`src/design/mmx_ram.sv`:
```
// Generic single-write, single-read RAM with registered read data.
// No dependencies; instanced for the gain table and the sink accumulators.
`timescale 1ns / 1ps

module mmx_ram #(
	parameter int WIDTH = 32,
	parameter int DEPTH = 16
) (
	input  logic                                   clk,
	input  logic                                   we,
	input  logic [(DEPTH > 1 ? $clog2(DEPTH) : 1)-1:0] waddr,
	input  logic [WIDTH-1:0]                       wdata,
	input  logic [(DEPTH > 1 ? $clog2(DEPTH) : 1)-1:0] raddr,
	output logic [WIDTH-1:0]                       rdata
);

	logic [WIDTH-1:0] mem [DEPTH];

	always_ff @(posedge clk) begin
		if (we) begin
			mem[waddr] <= wdata;
		end
		rdata <= mem[raddr];
	end

endmodule

```
`config.mk`:
```
export PLATFORM = sky130hd
export DESIGN_NAME = mmx_ram
export DESIGN_NICKNAME = d
export VERILOG_FILES = /design/src/design/mmx_ram.sv
export SDC_FILE = /design/constraint.sdc
export NUM_CORES = 1
export LEC_CHECK = 0
export BUFFER_PORTS_ARGS = -buffer_cell sky130_fd_sc_hd__buf_2
export CAP_MARGIN = 20
export CORE_MARGIN = 4
export CORE_UTILIZATION = 45
export CTS_BUF_LIST = sky130_fd_sc_hd__clkbuf_4 sky130_fd_sc_hd__clkbuf_8 sky130_fd_sc_hd__clkbuf_16
export CTS_CLUSTER_DIAMETER = 100
export DETAILED_ROUTE_END_ITERATION = 10
export PLACE_DENSITY_LB_ADDON = 0.05
export RECOVER_POWER = 100
export SKIP_LAST_GASP = 1
export SYNTH_ARGS = -nofsm -noshare
export SYNTH_HDL_FRONTEND = slang
export SYNTH_SLANG_ARGS = --single-unit
```
`constraint.sdc`:
```
create_clock -name clk -period 4 [get_ports clk]
set_input_delay 0.2 -clock clk [delete_from_list [all_inputs] [get_ports clk]]
set_output_delay 0.2 -clock clk [all_outputs]
set_load 0.05 [all_outputs]
```
==> metrics.yaml <==
clock_tree:
  htree_levels: 2
  clk_latency_ns: 0.59
  cts_tree: "built"
  clock_path_buffers: 3
  clock-root-buffer: "clkbuf_16"
  cts.sinks: 544
  cts_resized: 0
  cts_buffers: 54
  path_clk_slew_ns: 0.06
worst_setup_path:
  rr_startpoint: "mem[8][16]"
  required_ns: 4.15
  setup.worst_path.end_class: "flop"
  critPathKind: "primary input to flop"
  r2r-end: "rdata[16]"
  r2r_cells: 3
  startpoint_type: "primary input"
  rrSetupSlack_ns: 2.67
  crit_fanout: 32
  crit_arrival_ns: 2.74
die:
  die_y_um: 218
  fp.dieW_um: 218
  pin_count: 74
  start_util_pct: 45.8
  rows: 76
  die-area_um2: 47500
  core_um2: 43400
pwr:
  powerDensity_nw_per_um2: 532
  p_clk_share_pct: 42.3
  leakagePower_nw: 7.33
  power.net_switching_mw: 2.56
  p_seq_share_pct: 52.1
  swShare_pct: 20.8
  p_int_mw: 9.75
  peakVddDrop_mv: 0.333
  pwr-share-comb_pct: 5.6
logic_synthesis:
  synth-edff-count: 512
  synth_cell_types: 18
  synth_common_cells: "edfxtp_1, mux4_2, a22oi_1"
  synth_most_common_cell: "edfxtp_1"
  yosys.area.top_type: "edfxtp_1"
  synth_top_area_share_pct: 77.4
  yosys_warnings: 0
  synthFlopType: "edfxtp_1"
  syn_avg_cell_area_um2: 23.7
  ys_seq_area_share_pct: 80.7
  synth_area_leaders: "edfxtp_1, mux4_2, dfxtp_1"
  syn-cell-area_um2: 19900
  yosys_register_bits: 544
  synthCells: 838
  synthArstFlopShare_pct: 0
  syn_nets: 880
timing:
  finalClockSkew_ns: 0.0109
  fmax_ghz: 0.386
  finalSetupViolations: 0
  finalSetupTns_ns: 0
  worst_pin_slew_ns: 2.75
  slew_violations: 158
  hold_viol: 0
  fin_crit_sh_pct: 64.8
  period_needed_ns: 2.59
  timing.slew.headroom_pct: -83.5
  rsz0062_at_grt: "no"
place:
  gp_congestion: 0.726
  dp_hpwl_mm: 22.1
  place_inst: 1479
  io_buffers: 73
global_routing:
  grt_pass1_vias: 9849
  grt_overflow: 0
  grt_max_degree: 55
  grt_usage_pct: 19.3
  antenna_found_initial: 0
  grt_pass1_wl_mm: 66.5
route:
  drtAntennaViolNets: 0
  drc: 0
  drtPass1Iterations: 5
  vias: 9206
  drt_iter0_drc: 872
  wl_per_cell_um: 27.8
  viasPerCell: 5.70
  wl_mm: 44.8
worst_hold_path:
  worstHoldPathCells: 4
  hold_end: "rdata[24]"
  hold_path.class: "primary input to flop"
  hold_start: "raddr[2]"
finish:
  fin_nets: 1024
  fillerInstances: 3417
  area_delta_synth_final_pct: 16.6
  layout-drive-gt1-share_pct: 25.9
  finalNonFillerCells: 1614
run:
  drv_cap: 8
outcome:
  outcome: "finished, violations left"
  violations: "capacitance limit, slew limit"
cell families (layout without fill, tap and decap cells):
| group | Yosys count | in the layout | synth area share (%) |
|---|---|---|---|
| multiplexers | 128 | 128 | 14.5 |
| flip-flops | 544 | 544 | 80.7 |
| AND/OR/NAND/NOR | 59 | 59 | 1.27 |
| buffers and inverters | 43 | 233 | 1.12 |
| other | 0 | 1 | 0 |
| AO/OA/AOI/OAI | 64 | 64 | 2.42 |
registers in the layout (all words and copies together) (netlist names):
| signal | flops |
|---|---|
| mem | 512 |
| rdata | 32 |
critical path, stage by stage:
cell and delay (ns):
clkbuf_1 0.11, nand3b_1 0.24, nor3_1 0.19, clkbuf_1 1.98
cells in the final DEF (no fill, tap or decap), drive strengths merged, types with 4 or more instances in the layout:
cell type and n:
edfxtp 512, clkbuf 163, mux4 128, a22oi 64
nand2 33, dlygate4sd3 32, dfxtp 32, buf 20
nor2 13, clkinv 11, nor3 4, bufinv 4
power groups by stage:
stage          combinational, mW  sequential (mW)  clock (mW)
4_1_cts                    0.724             6.41        5.31
2_1_floorplan              0.306             6.66           0
3_5_place_dp               0.697             6.53           0
6_report                   0.691             6.41        5.20
3_3_place_gp               0.683             6.52           0
5_1_grt                    0.744             6.42        5.58
worst max-delay path by stage:
stage	start	cells after the start	slack, ns	end
floorplan	waddr[2]	2	0.62	mem[0][0]
global placement	raddr[0]	5	1.74	rdata[17]
detailed placement	raddr[1]	5	1.72	rdata[0]
CTS	raddr[1]	5	2.35	rdata[0]
global route	raddr[0]	5	1.23	rdata[22]
finish	waddr[3]	4	1.41	mem[4][8]
metrics by stage:
stage               power, mW  util (%)  worst slack (ns)  hold WS (ns)  cell area, um2
finish                   12.3      53.4              1.41         0.261           23100
global route             12.7      53.4              1.23         0.300           23100
CTS                      12.4      53.8              2.35         0.252           23300
detailed placement       7.23      48.8              1.72         0.577           21100
global placement         7.21      48.8              1.74         0.558           21100
floorplan                6.96         -             0.620         0.299           19900
final cells by class:
class | instances | area [um2] | share of cell area, %
Multi-Input combinational cell | 251 | 3680 | 15.9
Sequential cell | 544 | 16000 | 69.2
Timing Repair Buffer | 131 | 837 | 3.62
Antenna cell | 1 | 2.50 | 0.0108
Clock buffer | 84 | 1670 | 7.23
Clock inverter | 18 | 199 | 0.860
Tap cell | 585 | 732 | 3.16
layer usage:
layer  GRT usage, %  part of all wire [%]
met2           30.6                    48
met5              0                     0
met1           28.8                    45
met4           4.87                   2.0
met3           2.95                   5.0
repair_timing:
| action | in CTS | in global routing |
|---|---|---|
| hold endpoints to repair | 512 | 0 |
| endpoints found under the setup margin | 0 | 0 |
| hold buffers | 32 | 0 |
| buffers inserted | 0 | 0 |
Note: power is estimated with default switching activity, not from simulation.
