## config.mk

```make
export PLATFORM = sky130hd
export DESIGN_NAME = mmx_mac
export DESIGN_NICKNAME = d
export VERILOG_FILES = /design/src/design/mmx_pkg.sv /design/src/design/mmx_mac.sv
export SDC_FILE = /design/constraint.sdc
export NUM_CORES = 2
export LEC_CHECK = 0
export CELL_PAD_IN_SITES_DETAIL_PLACEMENT = 0
export CELL_PAD_IN_SITES_GLOBAL_PLACEMENT = 1
export CORE_MARGIN = 2
export CORE_UTILIZATION = 30
export CTS_CLUSTER_DIAMETER = 30
export DETAILED_ROUTE_END_ITERATION = 8
export DONT_BUFFER_PORTS = 1
export GPL_TIMING_DRIVEN = 0
export PLACE_DENSITY_LB_ADDON = 0.1
export REMOVE_ABC_BUFFERS = 1
export SLEW_MARGIN = 20
export SYNTH_ARGS = -nofsm -noshare
export SYNTH_HDL_FRONTEND = slang
export SYNTH_SLANG_ARGS = --single-unit
```

## constraint.sdc

```tcl
create_clock -name clk -period 10.67 [get_ports clk]
set_input_delay 3.201 -clock clk [delete_from_list [all_inputs] [get_ports clk]]
set_output_delay 3.201 -clock clk [all_outputs]
set_load 0.03 [all_outputs]
```

## src/design/mmx_pkg.sv

```systemverilog
// Shared constants, types and request structs for the 16x8 Q1.31 matrix mixer.
// No dependencies; used by mmx_mac and the top level of the mixer.
`timescale 1ns / 1ps

package mmx_pkg;

	localparam int NUM_SOURCES = 16;
	localparam int NUM_SINKS   = 8;

	localparam int SRC_W      = 4;   // source index
	localparam int SINK_W     = 3;   // sink index
	localparam int SRC_CNT_W  = 5;   // active_sources register
	localparam int SINK_CNT_W = 4;   // active_sinks register
	localparam int SAMPLE_W   = 32;
	localparam int ACC_W      = 36;
	localparam int PROD_W     = 2 * SAMPLE_W;
	localparam int GAIN_SHIFT = 31;
	localparam int GAIN_AW    = SRC_W + SINK_W;
	localparam int GAIN_DEPTH = NUM_SOURCES * NUM_SINKS;
	localparam int CFG_IDX_W  = 1;
	localparam int CFG_DATA_W = 5;

	localparam logic signed [SAMPLE_W-1:0] GAIN_UNITY = {1'b0, {(SAMPLE_W-1){1'b1}}};
	localparam logic signed [ACC_W-1:0]    ACC_MAX    = {1'b0, {(ACC_W-1){1'b1}}};
	localparam logic signed [ACC_W-1:0]    ACC_MIN    = {1'b1, {(ACC_W-1){1'b0}}};

	localparam logic MODE_SAMPLE = 1'b0;
	localparam logic MODE_GAIN   = 1'b1;

	typedef enum logic [CFG_IDX_W-1:0] {
		REG_ACTIVE_SOURCES = 1'b0,
		REG_ACTIVE_SINKS   = 1'b1
	} cfg_reg_t;

	// one multiply-accumulate request, issued together with the RAM reads
	typedef struct packed {
		logic              vld;
		logic [SINK_W-1:0] sink;
		logic              acc_ok;   // accumulator entry written since last frame end
		logic              gain_ok;  // gain cell written since reset
		logic              ident;    // diagonal cell of the reset matrix
	} mac_req_t;

	// accumulator write-back
	typedef struct packed {
		logic                    we;
		logic [SINK_W-1:0]       addr;
		logic signed [ACC_W-1:0] data;
	} acc_wr_t;

endpackage

```

## src/design/mmx_mac.sv

```systemverilog
// Two-stage multiply-accumulate datapath: Q1.31 multiply, floor shift, 36-bit
// saturating add and accumulator write-back. Depends on mmx_pkg.
`timescale 1ns / 1ps

module mmx_mac (
	input  logic                                  clk,
	input  logic                                  arst_n,
	input  mmx_pkg::mac_req_t                     req,
	input  logic signed [mmx_pkg::SAMPLE_W-1:0]   sample,
	input  logic signed [mmx_pkg::SAMPLE_W-1:0]   gain_rdata,
	input  logic signed [mmx_pkg::ACC_W-1:0]      acc_rdata,
	output mmx_pkg::acc_wr_t                      acc_wr,
	output logic                                  busy
);

	mmx_pkg::mac_req_t                    req_s1;
	logic signed [mmx_pkg::SAMPLE_W-1:0]  gain_s1;
	logic signed [mmx_pkg::ACC_W-1:0]     acc_s1;

	logic                                 vld_s2;
	logic [mmx_pkg::SINK_W-1:0]           sink_s2;
	logic signed [mmx_pkg::PROD_W-1:0]    prod_s2;
	logic signed [mmx_pkg::ACC_W-1:0]     acc_s2;

	logic signed [mmx_pkg::ACC_W:0]       sum;
	logic signed [mmx_pkg::ACC_W-1:0]     sum_sat;

	// unwritten entries read as their reset value
	always_comb begin
		if (req_s1.gain_ok) begin
			gain_s1 = gain_rdata;
		end else if (req_s1.ident) begin
			gain_s1 = mmx_pkg::GAIN_UNITY;
		end else begin
			gain_s1 = '0;
		end
		acc_s1 = req_s1.acc_ok ? acc_rdata : '0;
	end

	always_ff @(posedge clk or negedge arst_n) begin
		if (!arst_n) begin
			req_s1 <= '0;
			vld_s2 <= 1'b0;
		end else begin
			req_s1 <= req;
			vld_s2 <= req_s1.vld;
		end
	end

	always_ff @(posedge clk) begin
		prod_s2 <= gain_s1 * sample;
		acc_s2  <= acc_s1;
		sink_s2 <= req_s1.sink;
	end

	// product >> 31 is bits [63:31], sign-extended to the accumulator width
	always_comb begin
		sum = {acc_s2[mmx_pkg::ACC_W-1], acc_s2}
			+ {{(mmx_pkg::ACC_W + 1 - (mmx_pkg::PROD_W - mmx_pkg::GAIN_SHIFT)){
				prod_s2[mmx_pkg::PROD_W-1]}},
			   prod_s2[mmx_pkg::PROD_W-1:mmx_pkg::GAIN_SHIFT]};
		if (sum[mmx_pkg::ACC_W] != sum[mmx_pkg::ACC_W-1]) begin
			sum_sat = sum[mmx_pkg::ACC_W] ? mmx_pkg::ACC_MIN : mmx_pkg::ACC_MAX;
		end else begin
			sum_sat = sum[mmx_pkg::ACC_W-1:0];
		end
	end

	assign acc_wr.we   = vld_s2;
	assign acc_wr.addr = sink_s2;
	assign acc_wr.data = sum_sat;
	assign busy        = req_s1.vld | vld_s2;

endmodule

```

==> impl_metrics.yaml <==
layout:
  final_common_cell: "fa_1"
  drive_above_1_share: 0.0512
  layout_common_cells: "fa_1 (1074), inv_1 (949), nand2_1 (547), and2_1 (488), ha_1 (214)"
  final_nets: 5483
  final_area_um2: 43000
  area_delta_synth_final_pct: 8.86
hold_path:
  hold_depth: 0
  hold_path_startpoint: "req_s1[3]"
  hp-class: "reg2reg"
  min_to: "sink_s2[0]"
critical_path:
  reg2reg_depth: 24
  slowest_stage: "fa_1"
  slowest_delay_ps: 570
  crit_family: "adder cells"
  rr_endpoint: "prod_s2[61]"
  r2r-start: "req_s1[1]"
  endpoint_kind: "flop"
  cp_data_arrival_time_ps: 10740
  critPathMostFrequentCell: "fa_1"
  rrSetupSlack_ps: 430
  critical_path_class: "in2reg"
  cp_cell_sequence: "nand2_2, nand2_8, and2_1, fa_1, fa_1, fa_1, inv_1, fa_1, inv_1, fa_1, fa_1, fa_1, fa_1, ha_1, a211oi_1, o21bai_1, a221oi_1, nor3b_2, a21o_1, o21ai_4, a31oi_2, nor2_1, a211oi_1"
  cp_data_required_time_ps: 10870
  crit_buf_inv: 2
  cp_max_fo: 14
  startpoint_type: "input port"
logic_synthesis:
  avgSynthCellArea_um2: 9.38
  synth_ff_type: "dfxtp_1"
  synth_cell_type_count: 68
  synth_top_family_by_area: "adder cells"
  yosysSeqAreaShare: 0.0416
  synth_area_leaders: "fa_1 (55%), inv_1 (9.1%), and2_1 (8.1%), ha_1 (6.8%), nand2_1 (5.6%)"
  synth-async-reset-ratio: 0.100
  syn-cell-area_um2: 39500
  yosys_warnings: 0
  synth_compound_area_frac: 0.0463
  synth_cells: 4205
  synth-seq-cells: 80
  synth_edf_count: 0
  synth_mux_area_frac: 0.000539
  synth_area_leader_cell: "fa_1"
  synth-xor-area-share: 0.0164
  synth_top_area_frac: 0.549
  synth_fa_ha_area_frac: 0.620
  yosys.area_share.simple: 0.164
routing:
  drt-pass1-iter-count: 5
  maxUsedRoutingLayer: "met5"
  met2WireLength_um: 73500
  drtAntennaViolNets: 0
  routed_wl_um: 140000
  vias_per_cell: 4.68
  drtIter0Drc: 1495
  vias: 27300
  wl_per_cell_um: 23.9
  met3_wirelength_um: 4900
  drt-met1-wl_um: 59200
  drcViolationCount: 0
sta:
  min_period_ps: 10540
  clock_skew_ps: 4.32
  finalHoldViolations: 0
  fin_crit_sh: 0.988
  relSlewSlack: 0.126
  tightestPinTransition_ps: 1310
  grt_setup_unrepaired: "true"
  fmax_mhz: 94.9
  drv_slew: 0
  setup_viol: 0
place:
  port-buffer-count: 0
  place_hpwl_um: 100000
  place_congestion: 0.802
  placed_cell_area_um2: 41400
grt:
  antenna_found_initial: 26
  grt_util_all_layers: 0.203
  grt_pass1_wl_um: 204000
  grt_overflow: 0
  grt_max_degree: 49
  grt_pass1_vias: 31600
cts:
  clock_latency_ps: 340
  cts.sinks: 80
  numCtsBuffers: 9
  cts_hold_buf: 0
  htreeDepth: 3
  cts_buffer_depth: 2
  cts_tree: "done"
  clk_pin_slew_ps: 60
  root_buffer: "clkbuf_16"
floorplan:
  die_height_um: 367
  die_w_um: 367
  coreArea_um2: 131000
  initial_utilization: 0.301
  io_pins: 150
  die_area_um2: 134000
  placementRows: 133
flow_run:
  cap_violations: 0
outcome:
  status: "completed"
-- Yosys cell counts, drive strengths merged (5+ instances only) --
library cell,n
o21bai,14
clkbuf,209
o21a,14
and2,513
or3,5
nor2b,31
nand2,592
a221oi,5
nand3,24
a21boi,5
ha,216
xnor2,45
fa,1082
o21ai,48
buf,7
a21oi,87
dfxtp,72
maj3,9
a31oi,7
a211oi,14
nor2,56
xor2,29
and3,23
nand4,13
inv,954
dfrtp,8
nand2b,8
nor3,9
a21o,38
o211ai,6
-- what timing repair did --
item,CTS,global route
buffers inserted,12,30
pin swaps,5,30
resized for setup,48,70
endpoints found under the setup margin,24,19
cloned,1,17
-- logic make-up after synthesis --
group | after synthesis
simple gates | 1295
flops | 80
xor+xnor | 74
mux | 2
fa+ha+maj | 1307
buf+inv | 1170
compound gates | 277
-- routing by layer --
metal,vias to the layer above,GRT usage
met5,-,0
met4,2,0.0286
met3,96,0.0143
met2,516,0.380
met1,14700,0.259
li1,12000,-
-- worst max path at each step --
stage                   startpoint           to  slack [ps]  cells after the start
floorplan           gain_rdata[31]  prod_s2[61]         -20                     26
global placement     gain_rdata[0]  prod_s2[60]       -3500                     23
detailed placement  gain_rdata[31]  prod_s2[61]       -1990                     23
CTS                 gain_rdata[13]  prod_s2[59]          -6                     25
global route        gain_rdata[17]  prod_s2[59]         -40                     25
finish              gain_rdata[20]  prod_s2[45]         130                     23
-- worst register-to-register path, stage by stage, from the launching register on --
cell	delay, ps
dfrtp_4	960
nand2b_4	1040
buf_12	610
nand2_4	300
buf_12	230
and2_1	230
fa_1	500
fa_1	580
inv_1	70
fa_1	500
fa_1	510
inv_1	50
fa_1	630
fa_1	460
fa_1	550
fa_1	430
ha_1	470
and4_1	260
nand4_1	100
a21oi_1	380
o211ai_1	180
nand2_1	170
o22a_1	250
a31oi_4	170
o311ai_1	450
-- layout make-up --
cell class / instances / area [um^2]
inverters: 954 / 3590
clock inverters: 6 / 106
flip-flops and latches: 80 / 1650
fillers: 13800 / 88000
well taps: 1755 / 2200
multi-input cells: 2970 / 34300
clock buffers: 10 / 229
repair buffers: 61 / 846
diodes: 7 / 17.5
-- stage by stage --
step | std cells | setup TNS, ps | utilization | hold WS (ps) | setup WS [ps]
finish | 5843 | 0 | 0.328 | 341 | 133
global placement | 5744 | -99570 | 0.312 | 326 | -3500
CTS | 5789 | -6.05 | 0.322 | 342 | -6.05
global route | 5837 | -119 | 0.328 | 347 | -40.0
floorplan | 3989 | -17.6 | - | 324 | -17.6
detailed placement | 5760 | -29440 | 0.316 | 328 | -1990
-- flip-flops by register name, summed over array words and instances (netlist names) --
register  flops
acc_s2       36
prod_s2      33
req_s1        7
sink_s2       3
vld_s2        1
Power is left out: the tool's default activity adds up to more than one toggle a clock period on the data nets, which glitch-free logic cannot reach.
